--- src/hdl/barb_pkg.sv ---
// shared types and constants of the bus arbiter
// no dependencies
package barb_pkg;

	localparam int MAX_MASTERS = 8;
	localparam int QDEPTH      = 8;
	localparam int QIDX_W      = $clog2(QDEPTH);
	localparam int CNT_W       = $clog2(QDEPTH + 1);
	localparam int ID_W        = 3;
	localparam int MC_W        = 4;
	localparam int CFG_IDX_W   = 1;
	localparam int CFG_DATA_W  = 4;

	localparam logic [CFG_IDX_W-1:0] CFG_POLICY       = 1'b0;
	localparam logic [CFG_IDX_W-1:0] CFG_MASTER_COUNT = 1'b1;

	localparam logic [MC_W-1:0] MC_RESET = 4'd4;

	typedef enum logic [1:0] {
		EV_REQ  = 2'd0,
		EV_TICK = 2'd1,
		EV_REL  = 2'd2,
		EV_NONE = 2'd3
	} ev_kind_t;

	typedef struct packed {
		logic [1:0]      req_type;
		logic [ID_W-1:0] mst_id;
	} req_t;

	typedef struct packed {
		logic             granted;
		logic [ID_W-1:0]  owner;
		logic             bus_busy;
		logic             dropped;
		logic [CNT_W-1:0] pending;
	} rsp_t;

	typedef struct packed {
		logic load;
		logic exec;
	} cmd_t;

endpackage

--- src/hdl/barb_if.sv ---
// valid/ready channel interfaces for event and result words
// depends on barb_pkg
interface barb_req_if import barb_pkg::*; ();
	logic valid;
	logic ready;
	req_t data;

	modport source(output valid, output data, input ready);
	modport sink(input valid, input data, output ready);
endinterface

interface barb_rsp_if import barb_pkg::*; ();
	logic valid;
	logic ready;
	rsp_t data;

	modport source(output valid, output data, input ready);
	modport sink(input valid, input data, output ready);
endinterface

--- src/hdl/barb_ctrl.sv ---
// controller: accepts one event word, runs it, hands the result to the output register
// depends on barb_pkg
module barb_ctrl import barb_pkg::*; (
	input  logic clk,
	input  logic arst_n,
	input  logic in_valid,
	output logic in_ready,
	output logic out_valid,
	input  logic out_ready,
	output cmd_t cmd
);

	typedef enum logic {
		ST_IDLE,
		ST_EXEC
	} state_t;

	state_t state_q;
	logic   out_valid_q;

	assign in_ready  = (state_q == ST_IDLE);
	assign out_valid = out_valid_q;
	assign cmd.load  = in_valid && in_ready;
	assign cmd.exec  = (state_q == ST_EXEC) && (!out_valid_q || out_ready);

	always_ff @(posedge clk or negedge arst_n) begin
		if (!arst_n) begin
			state_q     <= ST_IDLE;
			out_valid_q <= 1'b0;
		end else begin
			unique case (state_q)
				ST_IDLE: begin
					if (cmd.load) state_q <= ST_EXEC;
				end
				ST_EXEC: begin
					if (cmd.exec) state_q <= ST_IDLE;
				end
			endcase
			if (cmd.exec) begin
				out_valid_q <= 1'b1;
			end else if (out_ready) begin
				out_valid_q <= 1'b0;
			end
		end
	end

endmodule

--- src/hdl/barb_dp.sv ---
// datapath: id queue, round-robin pointer, bus owner, config and result register
// depends on barb_pkg
module barb_dp import barb_pkg::*; (
	input  logic                  clk,
	input  logic                  arst_n,
	input  cmd_t                  cmd,
	input  req_t                  req_data,
	input  logic                  cfg_we,
	input  logic [CFG_IDX_W-1:0]  cfg_idx,
	input  logic [CFG_DATA_W-1:0] cfg_data,
	output rsp_t                  rsp_data
);

	req_t             ev_s1;
	logic [ID_W-1:0]  q_q [QDEPTH];
	logic [ID_W-1:0]  q_n [QDEPTH];
	logic [CNT_W-1:0] cnt_q, cnt_n;
	logic [ID_W-1:0]  ptr_q, ptr_n;
	logic             busy_q, busy_n;
	logic [ID_W-1:0]  owner_q, owner_n;
	logic             policy_q;
	logic [MC_W-1:0]  mc_q;
	rsp_t             rsp_q;

	logic [ID_W-1:0]   last_m;
	logic [ID_W-1:0]   ptr_adv;
	logic [QDEPTH-1:0] match;
	logic              hit;
	logic [QIDX_W-1:0] hit_pos;
	logic              shift;
	logic [QIDX_W-1:0] sh_pos;
	logic              grant_n;
	logic              drop_n;

	// last master index in the rotation
	always_comb begin
		if (mc_q == '0) begin
			last_m = '0;
		end else if (mc_q > MC_W'(MAX_MASTERS)) begin
			last_m = ID_W'(MAX_MASTERS - 1);
		end else begin
			last_m = ID_W'(mc_q - 1'b1);
		end
		ptr_adv = (ptr_q >= last_m) ? '0 : ptr_q + 1'b1;
	end

	// search the queue for the first entry of the next master
	always_comb begin
		hit_pos = '0;
		for (int i = 0; i < QDEPTH; i++) begin
			match[i] = (CNT_W'(i) < cnt_q) && (q_q[i] == ptr_adv);
		end
		for (int i = QDEPTH - 1; i >= 0; i--) begin
			if (match[i]) hit_pos = QIDX_W'(i);
		end
		hit = |match;
	end

	always_comb begin
		q_n     = q_q;
		cnt_n   = cnt_q;
		ptr_n   = ptr_q;
		busy_n  = busy_q;
		owner_n = owner_q;
		grant_n = 1'b0;
		drop_n  = 1'b0;
		shift   = 1'b0;
		sh_pos  = '0;
		unique case (ev_kind_t'(ev_s1.req_type))
			EV_REQ: begin
				if (cnt_q < CNT_W'(QDEPTH)) begin
					q_n[cnt_q[QIDX_W-1:0]] = ev_s1.mst_id;
					cnt_n = cnt_q + 1'b1;
				end else begin
					drop_n = 1'b1;
				end
			end
			EV_TICK: begin
				if (!busy_q) begin
					if (policy_q) begin
						ptr_n = ptr_adv;
						if (hit) begin
							shift   = 1'b1;
							sh_pos  = hit_pos;
							owner_n = ptr_adv;
						end
					end else if (cnt_q != '0) begin
						shift   = 1'b1;
						owner_n = q_q[0];
					end
				end
			end
			EV_REL: begin
				busy_n = 1'b0;
			end
			EV_NONE: begin
			end
		endcase
		// remove the granted entry, later entries move up by one
		if (shift) begin
			for (int i = 0; i < QDEPTH - 1; i++) begin
				if (QIDX_W'(i) >= sh_pos) q_n[i] = q_q[i + 1];
			end
			cnt_n   = cnt_q - 1'b1;
			busy_n  = 1'b1;
			grant_n = 1'b1;
		end
	end

	always_ff @(posedge clk or negedge arst_n) begin
		if (!arst_n) begin
			cnt_q    <= '0;
			ptr_q    <= '0;
			busy_q   <= 1'b0;
			owner_q  <= '0;
			policy_q <= 1'b0;
			mc_q     <= MC_RESET;
		end else begin
			if (cmd.exec) begin
				cnt_q   <= cnt_n;
				ptr_q   <= ptr_n;
				busy_q  <= busy_n;
				owner_q <= owner_n;
			end
			if (cfg_we) begin
				unique case (cfg_idx)
					CFG_POLICY:       policy_q <= cfg_data[0];
					CFG_MASTER_COUNT: mc_q     <= cfg_data[MC_W-1:0];
				endcase
			end
		end
	end

	always_ff @(posedge clk) begin
		if (cmd.load) ev_s1 <= req_data;
		if (cmd.exec) begin
			q_q              <= q_n;
			rsp_q.granted    <= grant_n;
			rsp_q.owner      <= owner_n;
			rsp_q.bus_busy   <= busy_n;
			rsp_q.dropped    <= drop_n;
			rsp_q.pending    <= cnt_n;
		end
	end

	assign rsp_data = rsp_q;

	a_cnt_range: assert property (@(posedge clk) disable iff (!arst_n)
		cnt_q <= CNT_W'(QDEPTH))
		else $error("queue count above depth");

	a_grant_busy: assert property (@(posedge clk) disable iff (!arst_n)
		cmd.exec && grant_n |=> busy_q && (cnt_q == $past(cnt_q) - 1'b1))
		else $error("grant did not take the bus or pop the queue");

	a_drop_full: assert property (@(posedge clk) disable iff (!arst_n)
		cmd.exec && drop_n |-> cnt_q == CNT_W'(QDEPTH))
		else $error("request dropped while queue had room");

	a_grant_idle: assert property (@(posedge clk) disable iff (!arst_n)
		cmd.exec && grant_n |-> !busy_q)
		else $error("grant while bus busy");

endmodule

--- src/hdl/bus_arbiter_fifo_round_robin_core.sv ---
// Shared-bus arbiter with FIFO or round-robin grant order.
// Channels: req (sink) carries one event word: req_type (0 request, 1 tick,
// 2 release) and mst_id. rsp (source) returns one result word per event:
// granted, owner, bus_busy, dropped and pending (queue fill after the event).
// Configuration: cfg_we with cfg_idx 0 writes policy (0 FIFO, 1 round robin),
// cfg_idx 1 writes master_count; write only while no event is in flight.
// An accepted event is captured in the event register and runs once the
// output register is free; its result is then registered there.
// The controller takes no new event until the current one has run: it
// captures the event, then does the queue search and compaction.
// The next event is accepted while a result waits in the output register;
// if the receiver stalls, one more event is captured and then req.ready
// stays low until the output register is taken.
// Reset: queue count, round-robin pointer, busy flag and owner clear,
// policy goes to FIFO and master_count to 4; queue entries are left as is.
// Depends on barb_pkg, barb_if, barb_ctrl and barb_dp.
module bus_arbiter_fifo_round_robin_core import barb_pkg::*; (
	input  logic                  clk,
	input  logic                  arst_n,
	barb_req_if.sink              req,
	barb_rsp_if.source            rsp,
	input  logic                  cfg_we,
	input  logic [CFG_IDX_W-1:0]  cfg_idx,
	input  logic [CFG_DATA_W-1:0] cfg_data
);

	cmd_t cmd;

	barb_ctrl u_ctrl (
		.clk       (clk),
		.arst_n    (arst_n),
		.in_valid  (req.valid),
		.in_ready  (req.ready),
		.out_valid (rsp.valid),
		.out_ready (rsp.ready),
		.cmd       (cmd)
	);

	barb_dp u_dp (
		.clk      (clk),
		.arst_n   (arst_n),
		.cmd      (cmd),
		.req_data (req.data),
		.cfg_we   (cfg_we),
		.cfg_idx  (cfg_idx),
		.cfg_data (cfg_data),
		.rsp_data (rsp.data)
	);

endmodule

--- src/flat_wrapper.sv ---
// flat-port wrapper written by rule: the top's interface ports become plain ports
module bus_arbiter_fifo_round_robin_core_flat import barb_pkg::*;
  (clk, arst_n, cfg_we, cfg_idx, cfg_data, req_valid, req_data, req_ready, rsp_valid, rsp_data, rsp_ready);
  barb_req_if req_i ();
  barb_rsp_if rsp_i ();
  input  logic clk;
  input  logic arst_n;
  input  logic cfg_we;
  input  logic [CFG_IDX_W-1:0] cfg_idx;
  input  logic [CFG_DATA_W-1:0] cfg_data;
  input wire logic [$bits(req_i.valid)-1:0] req_valid;
  input wire logic [$bits(req_i.data)-1:0] req_data;
  output wire logic [$bits(req_i.ready)-1:0] req_ready;
  output wire logic [$bits(rsp_i.valid)-1:0] rsp_valid;
  output wire logic [$bits(rsp_i.data)-1:0] rsp_data;
  input wire logic [$bits(rsp_i.ready)-1:0] rsp_ready;
  assign req_i.valid = req_valid;
  assign req_i.data = req_data;
  assign req_ready = req_i.ready;
  assign rsp_valid = rsp_i.valid;
  assign rsp_data = rsp_i.data;
  assign rsp_i.ready = rsp_ready;
  bus_arbiter_fifo_round_robin_core u_core (.clk(clk), .arst_n(arst_n), .req(req_i), .rsp(rsp_i), .cfg_we(cfg_we), .cfg_idx(cfg_idx), .cfg_data(cfg_data));
endmodule
--- config.mk ---
export PLATFORM = sky130hd
export DESIGN_NAME = bus_arbiter_fifo_round_robin_core_flat
export DESIGN_NICKNAME = d
export VERILOG_FILES = /design/src/hdl/barb_pkg.sv /design/src/hdl/barb_if.sv /design/src/hdl/barb_ctrl.sv /design/src/hdl/barb_dp.sv /design/src/hdl/bus_arbiter_fifo_round_robin_core.sv /design/src/flat_wrapper.sv
export SDC_FILE = /design/constraint.sdc
export NUM_CORES = 1
export LEC_CHECK = 0
export ABC_CLOCK_PERIOD_IN_PS = 6400
export BUFFER_PORTS_ARGS = -buffer_cell sky130_fd_sc_hd__buf_2
export CAP_MARGIN = 40
export CORE_ASPECT_RATIO = 1.2
export CORE_MARGIN = 1
export CORE_UTILIZATION = 66
export DETAILED_ROUTE_END_ITERATION = 8
export PLACE_DENSITY = 0.86
export SYNTH_ARGS = -nofsm -noshare
export SYNTH_HDL_FRONTEND = slang
export SYNTH_SLANG_ARGS = --single-unit
--- constraint.sdc ---
create_clock -name clk -period 6.4 [get_ports clk]
set_input_delay 0.32 -clock clk [delete_from_list [all_inputs] [get_ports clk]]
set_output_delay 0.32 -clock clk [all_outputs]
set_load 0.02 [all_outputs]
# --- Word-level counts from Yosys, hierarchy flattened ---
# Cells that the tools add are included.
word_totals:
  out_inout_bits: 12
  in_bits: 15
  elab_cells: 133
  ff_bits: 57
op_classes:
  bitwise_logic: 4
  n_addsub: 4
  n_eq_ne: 10
  magnitude_cmp: 20
  n_reduce_logical: 22
  mux: 50
op_table:
  columns: ["cell", "count"]
  rows:
  - ["$mux W3", 28]
  - ["$mux W24", 2]
  - ["$bwmux W24", 1]
  - ["$eq A3 B3 Y1", 8]
  - ["$mux W21", 1]
  - ["$lt A3 B4 Y1 const A", 4]
  - ["$mux W1", 13]
  - ["$mux W4", 3]
  - ["$logic_and A1 B1 Y1", 11]
  - ["$demux W3 S3", 1]
  - ["$ge A3 B3 Y1 const A", 3]
  - ["$lt A1 B4 Y1 const A", 2]
  - ["$lt A2 B4 Y1 const A", 2]
  - ["$reduce_or A8 Y1", 1]
  - ["$ge A1 B3 Y1 const A", 2]
  - ["$ge A2 B3 Y1 const A", 2]
  - ["$add A4 B1 Y4 const B", 1]
  - ["$ge A4 B4 Y1 const B", 1]
  - ["$gt A4 B4 Y1 const B", 1]
  - ["$logic_not A4 Y1", 1]
  - ["$lt A4 B1 Y1 const B", 1]
  - ["$lt A4 B4 Y1 const B", 1]
  - ["$not A3 Y4", 1]
  - ["$reduce_and A2 Y1", 2]
  - ["15 further kinds", 17]

# --- Logic depth before layout (Yosys ltp) ---
# Gate-level depths: netlist (run 1).
depth:
  depth_word: 22
  depth_mapped: 16
  depth_no_buf: 14

# --- Modules after synthesis ---
# A second synthesis (run 1) with hierarchy kept.
hier_totals:
  hier_cells: 349
  hier_area_um2: 3707.3
modules_own_cells:
  columns: ["module", "area_each_um2", "n_inst", "cells_per_inst", "seq_area_each_um2"]
  rows:
  - ["barb_dp", 3613.5, 1, 341, 1572.8]
  - ["barb_ctrl", 93.8, 1, 8, 50.0]

# --- Worst setup path before layout (run 1) ---
# No wires, ideal clock.
synth_timing:
  kind: "reg2reg"
  start: "register u_core.u_dp.mc_q[0]"
  end: "register u_core.u_dp.q_q[10] in the netlist's numbering, data pin"
  stages_incl_launch_ff: 15
  setup_ps: 260
  setup_slack_ps: 2843
  synth_period_minus_slack_ps: 3557
  arrival_time_ps: 3298
  t_required_ps: 6140
  path_buffers: 0
  path_cell_list: "dfrtp_1 -> inv_1 -> ha_1 -> inv_1 -> nor2_1 -> maj3_1 -> ha_1 -> nand2_2 -> o211ai_2 -> o22ai_1 -> a221o_1 -> o21ai_2 -> nor2_1 -> a311oi_2 -> mux2_2"
synth_rtl:
  columns: ["element", "line", "rtl"]
  rows:
  - ["start: declaration", "barb_dp.sv:22", "logic [MC_W-1:0] mc_q;"]
  - ["start signal: assignment", "barb_dp.sv:128", "CFG_MASTER_COUNT: mc_q <= cfg_data[MC_W-1:0];"]
  - ["end signal: assignment", "barb_dp.sv:137", "q_q <= q_n;"]
  - ["end: declaration", "barb_dp.sv:15", "logic [ID_W-1:0] q_q [QDEPTH];"]

# --- Final worst setup path (run 1) ---
layout_timing:
  start: "register u_core.u_dp.mc_q[0]"
  end: "register u_core.u_dp.rsp_q (netlist bit u_core.u_dp.rsp_data[3]), data pin"
layout_between:
  elab_chain_cells: 13
  elab_cells_between_ends: 29
  cone_classes: "add/sub (1); order compare (2); eq/ne (8); mux (8); reduce/logical (10)"
layout_rtl:
  columns: ["element", "line", "rtl"]
  rows:
  - ["$gt A4 B4 Y1 or $sub A3 B1 Y3 (tied branches)", "barb_dp.sv:39, barb_dp.sv:42", null]
  - ["$mux W3", "barb_dp.sv:39", "end else if (mc_q > MC_W'(MAX_MASTERS)) begin"]
  - ["$mux W3 *", "barb_dp.sv:37", "if (mc_q == '0) begin"]
  - ["$ge A3 B3 Y1 *", "barb_dp.sv:44", "ptr_adv = (ptr_q >= last_m) ? '0 : ptr_q + 1'b1;"]
  - ["$mux W3 *", "barb_dp.sv:44", null]
  - ["$eq A3 B3 Y1", "barb_dp.sv:51", "match[i] = (CNT_W'(i) < cnt_q) && (q_q[i] == ptr_adv);"]
  - ["$logic_and A1 B1 Y1", "barb_dp.sv:51", null]
  - ["$reduce_or A8 Y1 *", "barb_dp.sv:56", "hit = |match;"]
  - ["$mux W1 *", "barb_dp.sv:82", "if (hit) begin"]
  - ["$mux W1 *", "barb_dp.sv:80", "if (policy_q) begin"]
  - ["$mux W1 *", "barb_dp.sv:79", "if (!busy_q) begin"]
  - ["$mux W1 *", "barb_dp.sv:69", "unique case (ev_kind_t'(ev_s1.req_type))"]
  - ["$mux W4 *", "barb_dp.sv:100", "if (shift) begin"]
  - ["via u_core.u_dp.cnt_n[3]", "barb_dp.sv:17", "logic [CNT_W-1:0] cnt_q, cnt_n;"]
  - ["end: declaration", "barb_dp.sv:23", "rsp_t rsp_q;"]
# The timed path passes the listed nets; every way through them passes the cells marked *.
# A chain may end at the register's enable or synchronous reset.

==> parameters.txt, run 1 <==
Parameter                              Value

Detailed routing
  WL final ... 8810 um
  Total iterations of the first detailed-routing run ... 5
  Starting DRT DRC Count ... about 250
  Final antenna-violating net count ... 0
  Vias per cell ... 6.47
  Remaining design rule violation count ... 0
  Via count ... ~3000
  Routed length per placed instance ... 19.3 um

Timing
  Layout Skew ... 0.00473 ns
  Actual transition at the worst max-transition pin ... between 0.7 and 0.8 ns
  Summed negative setup slack over all endpoints ... 0 ns
  Upper clock frequency limit ... 0.243 GHz
  Setup repair after global routing missed its margin ... no
  Final Slew Violations ... 0
  Final Hold Vio Count ... 0
  Fin worst setup slack ... 2.29 ns
  Final setup viols ... 0
  Slew headroom ... 49.6%
  Min Clock Period, post-route ... about 4.1 ns
  Share of the clock period used by the worst path after layout ... 64.2%

Clocking
  Cell chosen for the clock root ... clkbuf_8
  Clock insertion delay at the later pin of the skew report ... 0.35 ns
  Cts bufs inserted ... 9
  Post-CTS resize count ... 0
  Clock-pin slew on the worst setup and hold paths ... 0.06 ns
  H-tree levels ... 3
  TritonCTS Sinks ... 57
  Setup Buffers After CTS ... 0
  Maximum clock path buffer count ... 2
  TritonCTS clock tree ... done

Synth
  Cells after Synth ... roughly 360
  Synth async-reset ratio ... 31.6%
  EDFF count, synth ... 39
  Count of distinct cell types in the synthesized netlist ... 74
  Syn. warnings ... 0
  Mean cell area of the mapped netlist ... between 10 and 15 sq um
  Netlist area before placement ... 3850 sq um
  Synth Register Bits ... 57
  Most used flip-flop cell after synthesis ... edfxtp_1
  Post-Synthesis Net Count ... between 300 and 400
  Sequential area share after synthesis ... 42.2%

Global routing
  Largest net degree at the start of global routing ... 22
  Global-route congestion overflow total ... 0
  Number of global-route vias before repair ... 2917
  First-pass GRT wire length ... 14300 um
  Antenna violations before repair ... 0
  Total GRT Usage ... a little under a third

Pwr
  Worst voltage drop across the vdd grid ... ~260 uV
  Leakage power figure ... 1.63 nW
  PwrDens ... 416 nW/um^2

Cells and area
  Layout cell share with drive strength beyond 1 ... a little over a quarter
  Most used cells in the layout excluding fill and tap cells ... edfxtp_1, mux2_2, nor2_1
  Most common cell after layout, fill and taps aside ... edfxtp_1
  Number of inserted diodes ... 0
  Area growth syn-to-layout ... 10.0%
  Final nets ... 411

Floorplan
  CORE AREA ... ~5600 sq um
  X dimension of the die ... 71.7 um
  FP Rows ... 30
  Number of placed I/O pins ... 27
  Total die area ... 6140 sq um
  Die Span Y ... 85.7 um
  Initial standard-cell utilization of the core ... 68.4%

Worst setup path
  Max FO, Critical Path ... 12
  Kind of critical path ... reg2reg
  Launching element type of the critical path ... flop
  Worst Path Required ... 6.50 ns
  Arr. time, crit path ... around 4.2 ns
  Endpoint type of the worst setup path ... flop

Run status
  Result of the run ... finished, final reports clean

Placed design
  Port Buffers ... 26
  Sum of net half-perimeters after detailed placement ... 6400 um
  Placer congestion estimate ... 0.966
  Worst setup slack after placement ... 2.32 ns

Job
  Max-cap check violation count ... 0

Hold path
  Worst min-delay path class ... in2reg
worst max-delay path: stages (launching register included):
cell and delay (ns):
dfrtp_1 0.39, inv_1 0.06, ha_1 0.13, inv_1 0.04, nor2_1 0.12, o21ai_0 0.10, ha_1 0.29, nor2b_1 0.45
o21a_1 0.37, o31ai_1 0.10, nor3_1 0.44, o21bai_4 0.19, nor4_4 0.54, buf_6 0.23, nand2b_1 0.26, o211ai_1 0.13
state kept, by name (all words and copies together) (netlist names), named ones only:
signal / cells
u_core.u_dp.q_q: 21
u_core.u_dp.rsp_data: 10
u_core.u_dp.ev_s1: 5
u_core.u_dp.cnt_q: 4
u_core.u_dp.mc_q: 4
u_core.u_dp.owner_q: 3
u_core.u_dp.ptr_q: 3
u_core.u_ctrl.out_valid: 1
u_core.u_ctrl.state_q: 1
u_core.u_dp.busy_q: 1
u_core.u_dp.policy_q: 1
stage by stage:
stage | instance area [sq um] | std cells | power (mW) | util [%] | hold WS (ns)
finish | 4240 | 457 | 1.76 | 75.2 | 0.140
global route | 4240 | 457 | 1.87 | 75.2 | 0.133
CTS | 4240 | 457 | 1.76 | 75.2 | 0.135
detailed placement | 4010 | 440 | 1.38 | 71.1 | 0.287
global placement | 3990 | 439 | 1.34 | 70.9 | 0.276
floorplan | 3850 | 362 | 1.22 | - | 0.0244
per-layer routing:
metal | global-route usage, % | vias up | share of wire, %
met5 | 0 | - | 0
met4 | 12.7 | 0 | 2.2
met3 | 6.82 | 19 | 5.7
met2 | 53.6 | 103 | 52
met1 | 37.5 | 1415 | 40
li1 | - | 1421 | -
power by group:
group          internal, mW  switching [mW]  leakage, nW
Combinational         0.316           0.467        0.947
Sequential            0.497           0.107        0.573
Clock                 0.229           0.146        0.113
Total                  1.04           0.720         1.63
synth_stat cells, types with 5 or more instances:
master    count  share of area, %
ha_1          8               2.6
nor3b_1       5              0.98
inv_1        13               1.3
edfxtp_1     39                30
mux2i_1       7               1.8
nor2_1       29               2.8
a21oi_1      23               3.0
nand2_1      24               2.3
nand3_1       5              0.65
nand2b_1      8               1.3
xor2_1        8               1.8
clkbuf_1      8              0.78
xnor2_1       6               1.4
o211ai_1      6               1.2
mux2_2       34               9.9
dfrtp_1      17                11
nor3_1       13               1.7
o21ai_0      15               1.9
kinds of logic (layout without fill, tap and decap cells):
kind of cell / Yosys count / in the layout / share of synthesized area [%]
AO/OA/AOI/OAI: 94 / 94 / 18.8
XOR/XNOR: 15 / 15 / 3.61
adder cells (fa/ha/maj): 9 / 9 / 2.86
buffers and inverters: 28 / 59 / 3.28
flip-flops: 57 / 57 / 42.2
multiplexers: 41 / 41 / 11.8
AND/OR/NAND/NOR: 118 / 118 / 17.5
final timing paths:
path	start	depth (start not counted)	endpoint	slack (ns)
setup / recovery	u_core.u_dp.mc_q[0]$_DFFE_PN0P_	15	u_core.u_dp.rsp_data[3]$_DFFE_PP_	2.29
hold / removal	req_data[3]	1	u_core.u_dp.ev_s1[3]$_DFFE_PP_	0.14
setup reg to reg	u_core.u_dp.mc_q[0]$_DFFE_PN0P_	15	u_core.u_dp.rsp_data[3]$_DFFE_PP_	2.29
hold reg to reg	u_core.u_dp.mc_q[1]$_DFFE_PN0P_	1	u_core.u_dp.mc_q[1]$_DFFE_PN0P_	0.51
max in group asynchronous	arst_n	2	u_core.u_dp.mc_q[2]$_DFFE_PN1P_	5.63
min in group asynchronous	arst_n	2	u_core.u_dp.mc_q[3]$_DFFE_PN0P_	0.44
repair_timing:
action | 4_1_cts | 5_1_grt
hold endpoints to repair | 17 | 0
hold buffers | 1 | 0
setup endpoints to repair | 0 | 0
layout make-up:
| type | instances | area, sq um |
|---|---|---|
| clock inverters | 5 | 78.8 |
| inverters | 14 | 52.6 |
| clock buffers | 11 | 141 |
| flip-flops and latches | 57 | 1620 |
| multi-input cells | 277 | 2100 |
| well taps | 64 | 80.1 |
| repair buffers | 29 | 159 |
| fillers | 391 | 1400 |
No activity file was read; power rests on OpenSTA's default activity.
==> inputs of run 2 (changes only) <==
ABC_CLOCK_PERIOD_IN_PS = 3700   (was 6400)
CORE_UTILIZATION = 55   (was 66)
PLACE_DENSITY = 0.77   (was 0.86)
clock period = 3.7 ns   (was 6.4 ns; I/O delays follow)
==> run 2 against run 1 <==
  * The run now ends with setup timing left
  * Flip-flop and latch count unchanged
  * Clock-buffer cell count did not move
  * Design area grew 13%
==> parameters.txt, run 2 (synthesized netlist as in run 1, its figures left out) <==
Parameter                              Value

Pwr
  Worst voltage drop across the vdd grid ... a little under 400 uV
  Int Pwr ... 2.08 mW
  PwrDens ... 739 nW/um^2
  Sw frac ... roughly two fifths
  Sw Pwr ... 1.45 mW
  Share of total power in the clock network ... 16.6%
  Leakage power figure ... between 1.5 and 2 nW
  Register share of total power ... about 29%
  Combinational fraction of design power ... a little over half

Global routing
  Largest net degree at the start of global routing ... 41
  Global-route congestion overflow total ... 0
  Total GRT Usage ... 27.5%
  Number of global-route vias before repair ... 2995
  First-pass GRT wire length ... 15000 um
  Antenna violations before repair ... 0

Floorplan
  Total die area ... approximately 7300 sq um
  Die Span Y ... 93.7 um
  Initial standard-cell utilization of the core ... between 50% and 60%
  X dimension of the die ... 78.4 um
  FP Rows ... 33
  Number of placed I/O pins ... 27
  CORE AREA ... just under 7000 sq um

Worst setup path
  Kind of critical path ... reg2reg
  Total buffers and inverters traversed by the critical path ... 6
  Cell-by-cell trace of the critical path ... inv_2, ha_4, inv_2, nor2_2, maj3_2, ha_4, a21oi_4, buf_6, o21a_4, a211oi_1, o211a_1, buf_4, buf_4, nor3_1, a22oi_1, a311oi_4, buf_6, mux2_4
  Family of cells with the greatest summed delay on the critical path ... compound AO/OA/AOI/OAI gates
  Max FO, Critical Path ... 4
  Worst Path Required ... 3.79 ns
  Arr. time, crit path ... 3.81 ns
  Slowest stage cell on the critical path ... dfrtp_1
  Launching element type of the critical path ... flop
  Maximum single-stage delay on the critical path ... 0.37 ns
  Endpoint type of the worst setup path ... flop

Cells and area
  Number of standard cells in the final layout excluding fillers ... between 500 and 600
  Largest register FFs ... 21
  Area growth syn-to-layout ... 24.3%
  Register name with the most flops ... u_core.u_dp.q_q
  Final nets ... 451
  Number of inserted diodes ... 0
  Post-route cell area ... approximately 4800 sq um
  Most used cells in the layout excluding fill and tap cells ... edfxtp_1, buf_4, mux2_2
  Layout cell share with drive strength beyond 1 ... 38.6%
  Most common cell after layout, fill and taps aside ... edfxtp_1

Detailed routing
  Routed length per placed instance ... between 15 and 20 um
  Starting DRT DRC Count ... 286
  WL final ... between 9000 and 10000 um
  Via count ... 3247
  Vias per cell ... 6.24
  Total iterations of the first detailed-routing run ... 5
  Remaining design rule violation count ... 0
  Final antenna-violating net count ... 0

Run status
  Result of the run ... finished with violations
  Failing checks ... setup timing

Placed design
  Sum of net half-perimeters after detailed placement ... 6820 um
  Cell total after placement ... 487
  Worst setup slack after placement ... -0.170 ns
  Placer congestion estimate ... between 0.9 and 1
  Port Buffers ... 26
  Cell area after placement ... 4210 sq um

Timing
  Share of the clock period used by the worst path after layout ... 100%
  Final setup viols ... 2
  Slew headroom ... 60.7%
  Final Slew Violations ... 0
  Setup repair after global routing missed its margin ... yes
  Min Clock Period, post-route ... about 3.7 ns
  Summed negative setup slack over all endpoints ... -0.0171 ns
  Upper clock frequency limit ... 0.269 GHz
  Fin worst setup slack ... -0.0114 ns
  Layout Skew ... 0.0105 ns
  Final Hold Vio Count ... 0
  Actual transition at the worst max-transition pin ... 0.585 ns

Clocking
  H-tree levels ... 3
  TritonCTS clock tree ... done
  Clock-pin slew on the worst setup and hold paths ... 0.07 ns
  Maximum clock path buffer count ... 2
  TritonCTS Sinks ... 57
  Cts bufs inserted ... 9
  Clock insertion delay at the later pin of the skew report ... approximately 0.35 ns
  Cell chosen for the clock root ... clkbuf_8

Job
  Max-cap check violation count ... 0

Hold path
  Worst min-delay path class ... in2reg
[run 2: cell count changes in the layout (fill, tap and decap cells not counted), sizes merged]
cell      previous run  this run
clkinvlp             0         2
bufinv               2         1
clkinv               3         2
buf                 28        68
[run 2: worst paths after layout]
check / startpoint / to / slack, ns / cells after the start
min reg2reg: u_core.u_dp.mc_q[1]$_DFFE_PN0P_ / u_core.u_dp.mc_q[1]$_DFFE_PN0P_ / 0.51 / 1
min: req_data[4] / u_core.u_dp.ev_s1[4]$_DFFE_PP_ / 0.01 / 1
min in group asynchronous: arst_n / u_core.u_dp.ptr_q[2]$_DFFE_PN0P_ / 0.31 / 2
max in group asynchronous: arst_n / u_core.u_dp.mc_q[2]$_DFFE_PN1P_ / 3.06 / 2
max reg2reg: u_core.u_dp.mc_q[0]$_DFFE_PN0P_ / u_core.u_dp.q_q[10]$_DFFE_PP_ / -0.01 / 18
max: u_core.u_dp.mc_q[0]$_DFFE_PN0P_ / u_core.u_dp.q_q[10]$_DFFE_PP_ / -0.01 / 18
[run 2: layout make-up]
class	instances	area, sq um
Fill cell	491	2030
Clock buffer	11	141
Timing Repair Buffer	69	478
Inverter	14	52.6
Clock inverter	5	55.1
Tap cell	87	109
Multi-Input combinational cell	277	2330
Sequential cell	57	1620
[run 2: per-stage QoR]
step	hold slack, ns	utilization, %	total power, mW
2_1_floorplan	-0.111	-	2.11
3_3_place_gp	0.149	61.8	2.57
3_5_place_dp	0.150	61.8	2.60
4_1_cts	0.00676	66.0	3.26
5_1_grt	0.00188	70.2	3.73
6_report	0.0123	70.2	3.54
[run 2: per-layer routing]
metal	global-route usage, %	up-vias	routed length [um]
li1	-	1509	-
met1	32.2	1572	3830
met2	46.2	131	4950
met3	6.70	35	607
met4	14.8	0	365
met5	0	-	0
[run 2: what timing repair did]
item,in CTS,in global routing
hold endpoints to repair,17,0
hold buffers,1,0
endpoints found under the setup margin,20,31
pin swaps,2,19
resized for setup,10,39
buffers inserted,3,15
[run 2: power by group through the flow]
| stage | Sequential, mW | Combinational (mW) | Clock (mW) |
|---|---|---|---|
| final | 1.02 | 1.93 | 0.585 |
| after global routing | 1.04 | 2.08 | 0.612 |
| after CTS | 1.01 | 1.66 | 0.589 |
| after detailed placement | 1.02 | 1.58 | 0 |
| after global placement | 1.02 | 1.55 | 0 |
| after floorplan | 0.992 | 1.12 | 0 |
==> inputs of run 3 (changes only) <==
CORE_UTILIZATION = 57   (was 55)
CTS_BUF_LIST = sky130_fd_sc_hd__clkbuf_4   (was not set)
PLACE_DENSITY = 0.79   (was 0.77)
==> run 3 against run 2 <==
  * The run now ends clean
  * Register-to-register slack better by 0.07 ns
  * Critical path depth unchanged
  * Fmax grew 1.9%
  * Sequential share of layout area grew 0.21 points
  * Global-route usage up 1.0 points
  * Die area down 3.4%
  * Clock power shrank 23%
  * Combinational power is essentially flat
  * Worst setup slack improved by 0.071 ns
  * Utilization up 3.1 points
  * Design area down 0.60%
  * Highest routed layer unchanged
  * Routed wire length increased by 2.9%
==> parameters.txt, run 3 (synthesized netlist as in run 1, its figures left out) <==
Parameter                              Value

Detailed routing
  Starting DRT DRC Count ... 181
  Remaining design rule violation count ... 0
  WL final ... 10000 um
  Total iterations of the first detailed-routing run ... 5
  Final antenna-violating net count ... 0
  Vias per cell ... ~6.2
  Routed length per placed instance ... 19.0 um
  Via count ... 3289

Pwr
  Total design power ... around 3.4 mW
  Worst voltage drop across the vdd grid ... between 500 and 600 uV
  PwrDens ... 721 nW/um^2
  Leakage power figure ... 1.87 nW

Worst setup path
  Endpoint type of the worst setup path ... flop
  Startpoint of the most critical register-to-register path ... u_core.u_dp.mc_q[0]$_DFFE_PN0P_
  Setup slack of the worst register-to-register path ... 0.06 ns
  Arr. time, crit path ... 3.81 ns
  Kind of critical path ... reg2reg
  Reg2Reg Depth ... 18
  Worst Path Required ... ~3.9 ns
  Launching element type of the critical path ... flop
  CP endpoint ... u_core.u_dp.q_q[9]$_DFFE_PP_
  Max FO, Critical Path ... 5
  Worst setup path startpoint ... u_core.u_dp.mc_q[0]$_DFFE_PN0P_
  Capture instance of the worst register-to-register path ... u_core.u_dp.q_q[9]$_DFFE_PP_

Cells and area
  Final nets ... 460
  Number of inserted diodes ... 0
  Post-Route Utilization ... 73.3%
  Layout fillers ... 474
  Largest register FFs ... 21
  Area growth syn-to-layout ... 23.5%
  Layout cell share with drive strength beyond 1 ... 37.6%
  Most used cells in the layout excluding fill and tap cells ... edfxtp_1, buf_4, mux2_2
  Most common cell after layout, fill and taps aside ... edfxtp_1
  Register name with the most flops ... u_core.u_dp.q_q

Clocking
  TritonCTS Sinks ... 57
  Clock insertion delay at the later pin of the skew report ... 0.42 ns
  Clock-pin slew on the worst setup and hold paths ... roughly 0.1 ns
  Cts bufs inserted ... 9
  Cell chosen for the clock root ... clkbuf_4
  TritonCTS clock tree ... done
  Maximum clock path buffer count ... 2
  H-tree levels ... 3

Floorplan
  Total die area ... 7090 sq um
  Die Span Y ... 92.0 um
  Number of placed I/O pins ... 27
  FP Rows ... 32
  CORE AREA ... 6490 sq um
  X dimension of the die ... 77.0 um
  Initial standard-cell utilization of the core ... 59.4%

Timing
  Final Slew Violations ... 0
  Fin worst setup slack ... 0.0594 ns
  Min Clock Period, post-route ... 3.64 ns
  Upper clock frequency limit ... 0.275 GHz
  Final setup viols ... 0
  Final Hold Vio Count ... 0
  Layout Skew ... 0.0172 ns
  Slew headroom ... 61.6%
  Actual transition at the worst max-transition pin ... ~0.57 ns
  Share of the clock period used by the worst path after layout ... 98.4%

Global routing
  Largest net degree at the start of global routing ... 41
  Antenna violations before repair ... 0
  Global-route congestion overflow total ... 0
  Total GRT Usage ... ~28%
  Number of global-route vias before repair ... 3035
  First-pass GRT wire length ... 15100 um

Hold path
  Worst min-delay path class ... in2reg

Job
  Max-cap check violation count ... 0

Placed design
  Port Buffers ... 26
  Worst setup slack after placement ... -0.121 ns
  Placer congestion estimate ... 0.931
  Sum of net half-perimeters after detailed placement ... 6730 um

Run status
  Result of the run ... finished, final reports clean
## run 3: how the worst min path moves through the flow
stage | start | to | slack [ns] | depth (start not counted)
3_3_place_gp | arst_n | u_core.u_dp.ptr_q[2]$_DFFE_PN0P_ | 0.15 | 1
5_1_grt | cfg_we | u_core.u_dp.policy_q$_DFFE_PN0P_ | 0.03 | 2
6_report | cfg_we | u_core.u_dp.policy_q$_DFFE_PN0P_ | 0.02 | 2
2_1_floorplan | arst_n | u_core.u_ctrl.out_valid$_DFFE_PN0P_ | -0.11 | 0
3_5_place_dp | arst_n | u_core.u_dp.mc_q[3]$_DFFE_PN0P_ | 0.15 | 1
4_1_cts | cfg_we | u_core.u_dp.policy_q$_DFFE_PN0P_ | 0.003 | 2
## run 3: per-layer routing
metal / GRT usage, % / wire [um] / vias up
met5: 0 / 0 / -
met4: 18.7 / 445 / 0
met3: 5.47 / 620 / 39
met2: 46.8 / 5000 / 166
met1: 33.9 / 3960 / 1554
li1: - / - / 1530
## run 3: worst max-delay path, cell delays in order (launching register included)
cell	delay [ns]
dfrtp_1	0.36
inv_1	0.05
ha_1	0.19
inv_2	0.07
nor2_2	0.04
maj3_2	0.33
ha_4	0.18
a21oi_4	0.24
buf_6	0.15
o211ai_4	0.13
buf_6	0.18
a21oi_1	0.17
o211ai_1	0.19
o21ai_4	0.15
buf_6	0.16
nor2_1	0.05
a311oi_2	0.25
buf_4	0.17
mux2_2	0.32
## run 3: power breakdown
part           internal, mW  switching (mW)  total (mW)
Clock                 0.210           0.242       0.452
Combinational         0.921            1.04        1.96
Sequential            0.859           0.158        1.02
## run 3: final cells by class
class	count	area, sq um	share of cell area [%]
multi-input cells	277	2270	47.8
flip-flops and latches	57	1620	34.1
repair buffers	78	569	12.0
well taps	85	106	2.24
clock buffers	10	75.1	1.58
clock inverters	6	58.8	1.24
inverters	14	52.6	1.10
## run 3: timing repair
action                                 4_1_cts  5_1_grt
buffers inserted                             1       15
pin swaps                                    1       14
endpoints found under the hold margin       25        0
setup endpoints to repair                   17       32
gates resized for setup                      9       32
hold buffers                                 9        0
## run 3: metrics by stage
stage	instance area (sq um)	hold WS (ns)	setup TNS, ns	std cells
6_report	4760	0.0190	0	527
5_1_grt	4760	0.0284	-0.730	527
4_1_cts	4490	0.00319	-0.00276	512
3_5_place_dp	4220	0.148	-0.690	486
3_3_place_gp	4220	0.152	-0.182	486
2_1_floorplan	3850	-0.111	0	362
